==> src/hdl/pspec_pkg.sv <==
// Shared constants for the printf format specifier parser.
package pspec_pkg;

  localparam int unsigned CH_BITS     = 8;
  localparam int unsigned STATUS_BITS = 2;
  localparam int unsigned CONV_BITS   = 3;
  localparam int unsigned FLAG_BITS   = 6;
  localparam int unsigned LEN_BITS    = 4;
  localparam int unsigned FWID_BITS   = 16;
  localparam int unsigned PREC_BITS   = 17;
  localparam int unsigned DIGIT_BITS  = 4;

  // Result status codes
  localparam logic [STATUS_BITS-1:0] ST_OK      = 2'd0;
  localparam logic [STATUS_BITS-1:0] ST_END     = 2'd1;
  localparam logic [STATUS_BITS-1:0] ST_UNKNOWN = 2'd2;

  // Conversion classes
  localparam logic [CONV_BITS-1:0] CT_NONE  = 3'd0;
  localparam logic [CONV_BITS-1:0] CT_INT   = 3'd1;
  localparam logic [CONV_BITS-1:0] CT_FLOAT = 3'd2;
  localparam logic [CONV_BITS-1:0] CT_CHAR  = 3'd3;
  localparam logic [CONV_BITS-1:0] CT_STR   = 3'd4;
  localparam logic [CONV_BITS-1:0] CT_PTR   = 3'd5;

  // Flag bit positions
  localparam int unsigned FL_ALT   = 0;
  localparam int unsigned FL_ZERO  = 1;
  localparam int unsigned FL_LEFT  = 2;
  localparam int unsigned FL_SPACE = 3;
  localparam int unsigned FL_PLUS  = 4;
  localparam int unsigned FL_GROUP = 5;

  // Length bit positions
  localparam int unsigned LN_SHORT = 0;
  localparam int unsigned LN_LONG  = 1;
  localparam int unsigned LN_LLONG = 2;
  localparam int unsigned LN_LDBL  = 3;

  // Characters with special meaning
  localparam logic [CH_BITS-1:0] CH_NUL  = 8'h00;
  localparam logic [CH_BITS-1:0] CH_PCT  = "%";
  localparam logic [CH_BITS-1:0] CH_ZERO = "0";
  localparam logic [CH_BITS-1:0] CH_ONE  = "1";
  localparam logic [CH_BITS-1:0] CH_NINE = "9";
  localparam logic [CH_BITS-1:0] CH_DOT  = ".";

endpackage

==> src/hdl/printf_spec_parser.sv <==
// printf format specifier parser: input register, phase/field logic, result register.
//
// Takes one format string character per transaction (0 ends the string) and returns one
// result transaction per conversion spec, per string end, or per unknown conversion
// character; plain text and "%%" produce nothing. It accepts a character every clock
// cycle unless the held character has a result that waits on a stalled output; a result
// passes through the input register and then the result register. The parse phase and
// the times-ten width/precision accumulators are updated per character; the accumulators
// saturate at 2^NUM_WIDTH-1 and are then cut to the 16-bit width and 17-bit precision
// outputs. A character can be taken while a finished result waits on a stalled output.
module printf_spec_parser
  import pspec_pkg::*;
#(
  parameter int unsigned NUM_WIDTH = 16
) (
  input  logic                          clk,
  input  logic                          rst,
  input  logic                          ch_valid,
  output logic                          ch_stall,
  input  logic        [CH_BITS-1:0]     ch,
  output logic                          res_valid,
  input  logic                          res_stall,
  output logic        [STATUS_BITS-1:0] status,
  output logic        [CH_BITS-1:0]     letter,
  output logic        [CONV_BITS-1:0]   conv_type,
  output logic        [FLAG_BITS-1:0]   flag_bits,
  output logic        [LEN_BITS-1:0]    length_bits,
  output logic        [FWID_BITS-1:0]   field_width,
  output logic signed [PREC_BITS-1:0]   precision
);

  typedef enum logic [2:0] {
    PH_SCAN,
    PH_FLAGS,
    PH_WIDTH,
    PH_DOT,
    PH_PREC,
    PH_LEN
  } phase_t;

  // accumulate one decimal digit with saturation at all ones
  function automatic logic [NUM_WIDTH-1:0] add_digit(input logic [NUM_WIDTH-1:0] acc,
                                                      input logic [DIGIT_BITS-1:0] d);
    logic [NUM_WIDTH+3:0] acc_ext;
    logic [NUM_WIDTH+3:0] sum;
    acc_ext = {4'b0, acc};
    sum = (acc_ext << 3) + (acc_ext << 1) + {{NUM_WIDTH{1'b0}}, d};
    if (sum[NUM_WIDTH+3:NUM_WIDTH] != 4'b0) begin
      return {NUM_WIDTH{1'b1}};
    end
    return sum[NUM_WIDTH-1:0];
  endfunction

  // input register
  logic               s1_valid;
  logic [CH_BITS-1:0] s1_ch;
  logic               s1_adv;
  logic               ch_accept;

  // parse state
  phase_t               phase, phase_next;
  logic [FLAG_BITS-1:0] flags, flags_next;
  logic [NUM_WIDTH-1:0] width_acc, width_acc_next;
  logic [NUM_WIDTH-1:0] prec_acc, prec_acc_next;
  logic                 prec_given, prec_given_next;
  logic [LEN_BITS-1:0]  len, len_next;

  // result of the character in the input register
  logic                   emit;
  logic [STATUS_BITS-1:0] r_status;
  logic [CONV_BITS-1:0]   r_conv;
  logic [LEN_BITS-1:0]    r_len;
  logic                   r_end;

  logic [NUM_WIDTH+FWID_BITS-1:0] width_ext;
  logic [NUM_WIDTH+PREC_BITS-1:0] prec_ext;

  logic                  is_digit;
  logic                  is_nz_digit;
  logic [DIGIT_BITS-1:0] digit;
  logic                  to_dotchk;
  logic                  to_len;
  logic                  to_conv;

  assign ch_accept   = ch_valid && !ch_stall;
  assign is_digit    = (s1_ch >= CH_ZERO) && (s1_ch <= CH_NINE);
  assign is_nz_digit = (s1_ch >= CH_ONE) && (s1_ch <= CH_NINE);
  assign digit       = s1_ch[DIGIT_BITS-1:0];

  always_comb begin
    phase_next      = phase;
    flags_next      = flags;
    width_acc_next  = width_acc;
    prec_acc_next   = prec_acc;
    prec_given_next = prec_given;
    len_next        = len;
    emit            = 1'b0;
    r_status        = ST_OK;
    r_conv          = CT_NONE;
    r_len           = len;
    r_end           = 1'b0;
    to_dotchk       = 1'b0;
    to_len          = 1'b0;
    to_conv         = 1'b0;

    if (s1_ch == CH_NUL) begin
      emit       = 1'b1;
      r_end      = 1'b1;
      r_status   = ST_END;
      phase_next = PH_SCAN;
    end else begin
      case (phase)
        PH_SCAN: begin
          if (s1_ch == CH_PCT) begin
            flags_next      = '0;
            width_acc_next  = '0;
            prec_acc_next   = '0;
            prec_given_next = 1'b0;
            len_next        = '0;
            phase_next      = PH_FLAGS;
          end
        end
        PH_FLAGS: begin
          case (s1_ch)
            "#":  flags_next[FL_ALT]   = 1'b1;
            "0":  flags_next[FL_ZERO]  = 1'b1;
            "-":  flags_next[FL_LEFT]  = 1'b1;
            " ":  flags_next[FL_SPACE] = 1'b1;
            "+":  flags_next[FL_PLUS]  = 1'b1;
            "'":  flags_next[FL_GROUP] = 1'b1;
            default: begin
              if (is_nz_digit) begin
                width_acc_next = add_digit('0, digit);
                phase_next     = PH_WIDTH;
              end else begin
                to_dotchk = 1'b1;
              end
            end
          endcase
        end
        PH_WIDTH: begin
          if (is_digit) begin
            width_acc_next = add_digit(width_acc, digit);
          end else begin
            to_dotchk = 1'b1;
          end
        end
        PH_DOT: begin
          if (is_digit) begin
            prec_acc_next   = add_digit('0, digit);
            prec_given_next = 1'b1;
            phase_next      = PH_PREC;
          end else begin
            to_len = 1'b1;
          end
        end
        PH_PREC: begin
          if (is_digit) begin
            prec_acc_next = add_digit(prec_acc, digit);
          end else begin
            to_len = 1'b1;
          end
        end
        PH_LEN: begin
          to_len = 1'b1;
        end
        default: begin
          phase_next = PH_SCAN;
        end
      endcase

      if (to_dotchk) begin
        if (s1_ch == CH_DOT) begin
          phase_next = PH_DOT;
        end else begin
          to_len = 1'b1;
        end
      end

      if (to_len) begin
        phase_next = PH_LEN;
        case (s1_ch)
          "h": len_next[LN_SHORT] = 1'b1;
          "l": begin
            if (len[LN_LONG]) begin
              len_next[LN_LLONG] = 1'b1;
            end else begin
              len_next[LN_LONG] = 1'b1;
            end
          end
          "L": len_next[LN_LDBL]  = 1'b1;
          "q": len_next[LN_LLONG] = 1'b1;
          "j", "z", "t": ;
          default: to_conv = 1'b1;
        endcase
      end

      if (to_conv) begin
        phase_next = PH_SCAN;
        emit       = 1'b1;
        case (s1_ch)
          "d", "i", "o", "u", "x", "X", "n": r_conv = CT_INT;
          "e", "E", "f", "F", "g", "G", "a", "A": r_conv = CT_FLOAT;
          "c": r_conv = CT_CHAR;
          "s": r_conv = CT_STR;
          "p": r_conv = CT_PTR;
          "C": begin
            r_conv        = CT_CHAR;
            r_len[LN_LONG] = 1'b1;
          end
          "S": begin
            r_conv        = CT_STR;
            r_len[LN_LONG] = 1'b1;
          end
          "%": emit = 1'b0;
          default: r_status = ST_UNKNOWN;
        endcase
      end
    end
  end

  // a character with no result may move on even when the output is blocked
  assign s1_adv   = s1_valid && (!emit || !res_valid || !res_stall);
  assign ch_stall = s1_valid && !s1_adv;

  assign width_ext = {{FWID_BITS{1'b0}}, width_acc};
  assign prec_ext  = {{PREC_BITS{1'b0}}, prec_acc};

  always_ff @(posedge clk) begin
    if (rst) begin
      s1_valid   <= 1'b0;
      res_valid  <= 1'b0;
      phase      <= PH_SCAN;
      flags      <= '0;
      width_acc  <= '0;
      prec_acc   <= '0;
      prec_given <= 1'b0;
      len        <= '0;
    end else begin
      if (ch_accept) begin
        s1_valid <= 1'b1;
      end else if (s1_adv) begin
        s1_valid <= 1'b0;
      end

      if (s1_adv) begin
        phase      <= phase_next;
        flags      <= flags_next;
        width_acc  <= width_acc_next;
        prec_acc   <= prec_acc_next;
        prec_given <= prec_given_next;
        len        <= len_next;
      end

      if (s1_adv && emit) begin
        res_valid <= 1'b1;
      end else if (!res_stall) begin
        res_valid <= 1'b0;
      end
    end
  end

  // payload registers
  always_ff @(posedge clk) begin
    if (ch_accept) begin
      s1_ch <= ch;
    end
    if (s1_adv && emit) begin
      status <= r_status;
      if (r_end) begin
        letter      <= '0;
        conv_type   <= CT_NONE;
        flag_bits   <= '0;
        length_bits <= '0;
        field_width <= '0;
        precision   <= '1;
      end else begin
        letter      <= s1_ch;
        conv_type   <= r_conv;
        flag_bits   <= flags;
        length_bits <= r_len;
        field_width <= width_ext[FWID_BITS-1:0];
        precision   <= prec_given ? prec_ext[PREC_BITS-1:0] : '1;
      end
    end
  end

  a_status_code: assert property (@(posedge clk) disable iff (rst)
    res_valid |-> (status == ST_OK || status == ST_END || status == ST_UNKNOWN))
    else $error("undefined result status");

  a_end_fields: assert property (@(posedge clk) disable iff (rst)
    res_valid && status == ST_END |-> letter == CH_NUL && precision == '1 &&
                                     conv_type == CT_NONE)
    else $error("string end result carries spec fields");

  a_unknown_type: assert property (@(posedge clk) disable iff (rst)
    res_valid && status == ST_UNKNOWN |-> conv_type == CT_NONE)
    else $error("unknown conversion with a type");

  a_ok_type: assert property (@(posedge clk) disable iff (rst)
    res_valid && status == ST_OK |-> conv_type != CT_NONE)
    else $error("parsed spec without a type");

  a_stall_holds_item: assert property (@(posedge clk) disable iff (rst)
    ch_stall |-> s1_valid && emit && res_valid && res_stall)
    else $error("input stalled without a blocked result");

  a_nul_rescans: assert property (@(posedge clk) disable iff (rst)
    s1_adv && s1_ch == CH_NUL |=> phase == PH_SCAN)
    else $error("string end did not return to scanning");

endmodule

==> config.mk <==
export PLATFORM = sky130hd
export DESIGN_NAME = printf_spec_parser
export DESIGN_NICKNAME = d
export VERILOG_FILES = /design/src/hdl/pspec_pkg.sv /design/src/hdl/printf_spec_parser.sv
export SDC_FILE = /design/constraint.sdc
export NUM_CORES = 1
export LEC_CHECK = 0
export ABC_AREA = 1
export BUFFER_PORTS_ARGS = -buffer_cell sky130_fd_sc_hd__buf_4
export CAP_MARGIN = 40
export CORE_MARGIN = 2
export CORE_UTILIZATION = 30
export DETAILED_ROUTE_END_ITERATION = 10
export SYNTH_ARGS = -nofsm -noshare
export SYNTH_HDL_FRONTEND = slang
export SYNTH_SLANG_ARGS = --single-unit
==> constraint.sdc <==
create_clock -name clk -period 9.5 [get_ports clk]
set_input_delay 0.475 -clock clk [delete_from_list [all_inputs] [get_ports clk]]
set_output_delay 0.475 -clock clk [all_outputs]
set_load 0.03 [all_outputs]
==> flow_summary.json <==
{
  "drive_gt1_frac": 0.120,
  "avgSynthCellArea_um2": 7.38,
  "use_met1": 0.220,
  "clk-insertion-delay-late_ns": 0.36,
  "routabilityCongestion": 0.881,
  "grt_pass1_wl_um": 31100,
  "drt-total-wl_um": 19200,
  "fin_crit_sh": 0.405,
  "syn_to_final_growth_pct": 15.4,
  "rsz0062_at_grt": "no",
  "vias": 6502,
  "path_clk_slew_ns": 0.08,
  "path_max_fanout": 13,
  "crit_type": "reg2reg",
  "cts_hold_buf": 0,
  "numCtsBuffers": 9,
  "cts_sinks": 112,
  "yosysSeqAreaShare": 0.387,
  "crit_start": "s1_ch[3]",
  "cts-htree-levels": 3,
  "cts_root_buffer": "clkbuf_16",
  "rows": 57,
  "total_power_w": 0.000956,
  "multiInputGateArea_um2": 3910,
  "finClkSkew_ns": 0.0125,
  "worstReg2RegStart": "s1_ch[3]",
  "antenna-diode-count": 0,
  "status": "completed",
  "power.leakage_nw": 4.12,
  "crit_arrival_ns": 4.09,
  "hold_class": "in2reg",
  "slew_headroom": 0.452,
  "power.density_nw_per_um2": 111,
  "fin_cells": 1392,
  "dp.cells": 1376,
  "fin_nets": 1141,
  "fin_ws_ns": 5.66,
  "ios": 70,
  "peakVddDrop_v": 0.0000810,
  "grt_max_degree": 39,
  "ys_ff_latch": 112,
  "regArea_um2": 2880,
  "fillers": 2626,
  "io_buffers": 69,
  "synth_warnings": 0,
  "synth_cell_type_count": 43,
  "synth_ff_type": "edfxtp_1",
  "antenna_found_initial": 0,
  "start_kind": "flop",
  "drtIter0Drc": 431,
  "tns_ns": 0,
  "top_usage_layer": "met2",
  "post-dp-hpwl_um": 14900,
  "coreArea_um2": 24400,
  "period_minus_slack_ns": 3.84,
  "synthCells": 1010,
  "synth.net_count": 1088,
  "synth_edf_count": 64,
  "syn-cell-area_um2": 7460,
  "wl_per_cell_um": 13.8,
  "cts_setup_buffers": 0,
  "clockBufferDepth": 2,
  "post_cts_resized": 0,
  "synthArstFlopShare": 0,
  "finalHoldViolCount": 0,
  "cp.required_ns": 9.74,
  "die_area_um2": 26100,
  "die_w_um": 162,
  "grt_util_all_layers": 0.148,
  "worstMarginPinSlew_ns": 0.821,
  "grt_pass1_vias": 6019,
  "maxSlewViolCount": 0,
  "ant_nets": 0,
  "dp_slack_ns": 5.70,
  "fmax_mhz": 260,
  "use_met3": 0.0186,
  "cts_tree": "yes",
  "hp-start": "ch[6]",
  "grt_use_met2": 0.228,
  "finalSetupViolations": 0,
  "drtPass1Iterations": 5,
  "route.detailed.drc": 0,
  "routed_via_density": 4.67,
  "start_util": 0.306,
  "maxCapViolCount": 0,
  "overflow": 0,
  "die_y_um": 162,
  "cp-end-kind": "flop"
}
## per-layer routing
metal | vias up | wire length [um]
met5 | - | 0
met4 | 0 | 188
met3 | 12 | 845
met2 | 147 | 8180
met1 | 2932 | 10000
li1 | 3411 | -
## path summary, 6_finish.rpt
| check | to | slack [ns] | depth (start not counted) |
|---|---|---|---|
| worst min register to register | prec_given | 0.46 | 2 |
| worst max register to register | prec_acc[1] | 5.66 | 16 |
| worst min-delay path | s1_ch[6] | 0.29 | 1 |
| worst max-delay path | prec_acc[1] | 5.66 | 16 |
## state kept, by name, indices dropped and copies added (netlist names), 2 cells and up
signal,cells
prec_acc,16
length_bits,4
flag_bits,6
s1_ch,8
len,4
phase,3
flags,6
width_acc,16
letter,8
conv_type,3
precision,17
field_width,16
status,2
## cells by family after synthesis
group / share of synthesized area
AO/OA/AOI/OAI: 0.0996
adder cells (fa/ha/maj): 0.115
buffers and inverters: 0.0903
AND/OR/NAND/NOR: 0.296
XOR/XNOR: 0.0129
flip-flops: 0.387
## power breakdown
part | internal (W) | switching [W]
combinational | 0.0000112 | 0.0000270
sequential | 0.000512 | 0.00000682
clock | 0.000208 | 0.000190
total | 0.000732 | 0.000224
## synthesized netlist by cell type, types with 8 or more instances
cell        n  area [um2]
nor3_1     26         130
a21oi_1    79         395
clkbuf_1   19        71.3
edfxtp_1   64        1920
or2_2      11        68.8
dfxtp_1    48         961
nor2_2      8        50.1
inv_1     129         484
nand4_1    23         144
ha_1       62         776
nand3_1    59         295
o21ai_0    34         170
nand2_1   267        1000
nor2_1    107         402
## metrics by stage
stage | util | hold WS (ns) | cell area (um2)
floorplan | - | 0.439 | 7460
CTS | 0.353 | 0.279 | 8610
detailed placement | 0.340 | 0.457 | 8280
global placement | 0.338 | 0.449 | 8250
finish | 0.353 | 0.286 | 8610
global route | 0.353 | 0.273 | 8610
## layout by cell type, fill, tap and decap left out, drive strengths merged
| cell type | n |
|---|---|
| nand4 | 25 |
| nand3 | 60 |
| a21oi | 80 |
| edfxtp | 64 |
| nand3b | 1 |
| dfxtp | 48 |
| a31oi | 1 |
| a41oi | 1 |
| o21bai | 1 |
| nor3 | 26 |
| nor2 | 115 |
| fa | 4 |
| o21a | 6 |
| a311oi | 1 |
| nor3b | 2 |
| clkinv | 4 |
| buf | 75 |
| a21boi | 1 |
| o21ai | 37 |
| inv | 138 |
| a21o | 3 |
| xnor2 | 4 |
| xor2 | 7 |
| o221ai | 1 |
| a211oi | 4 |
| ha | 62 |
| a221oi | 1 |
| clkbuf | 11 |
| or2 | 11 |
| and3 | 2 |
| nand2 | 272 |
## area by class of cell
type / count / share of cell area
clock inverters: 5 / 0.00669
flip-flops and latches: 112 / 0.335
multi-input cells: 728 / 0.454
well taps: 324 / 0.0471
repair buffers: 75 / 0.0667
inverters: 137 / 0.0598
clock buffers: 11 / 0.0307
## worst max-delay path, cell delays in order (launching register included)
cell and delay [ns]:
edfxtp_1 0.60, inv_1 0.20, fa_1 0.56, inv_1 0.07, fa_1 0.45, nand3_1 0.08
nand2_1 0.10, nand2_1 0.08, nand2_1 0.11, nand2_1 0.10, nand2_1 0.05, nand2_1 0.06
nand2_1 0.05, nor2_1 0.55, a21oi_1 0.28, nor3_1 0.30, nor2_1 0.07
(Power assumes the default switching activity.)
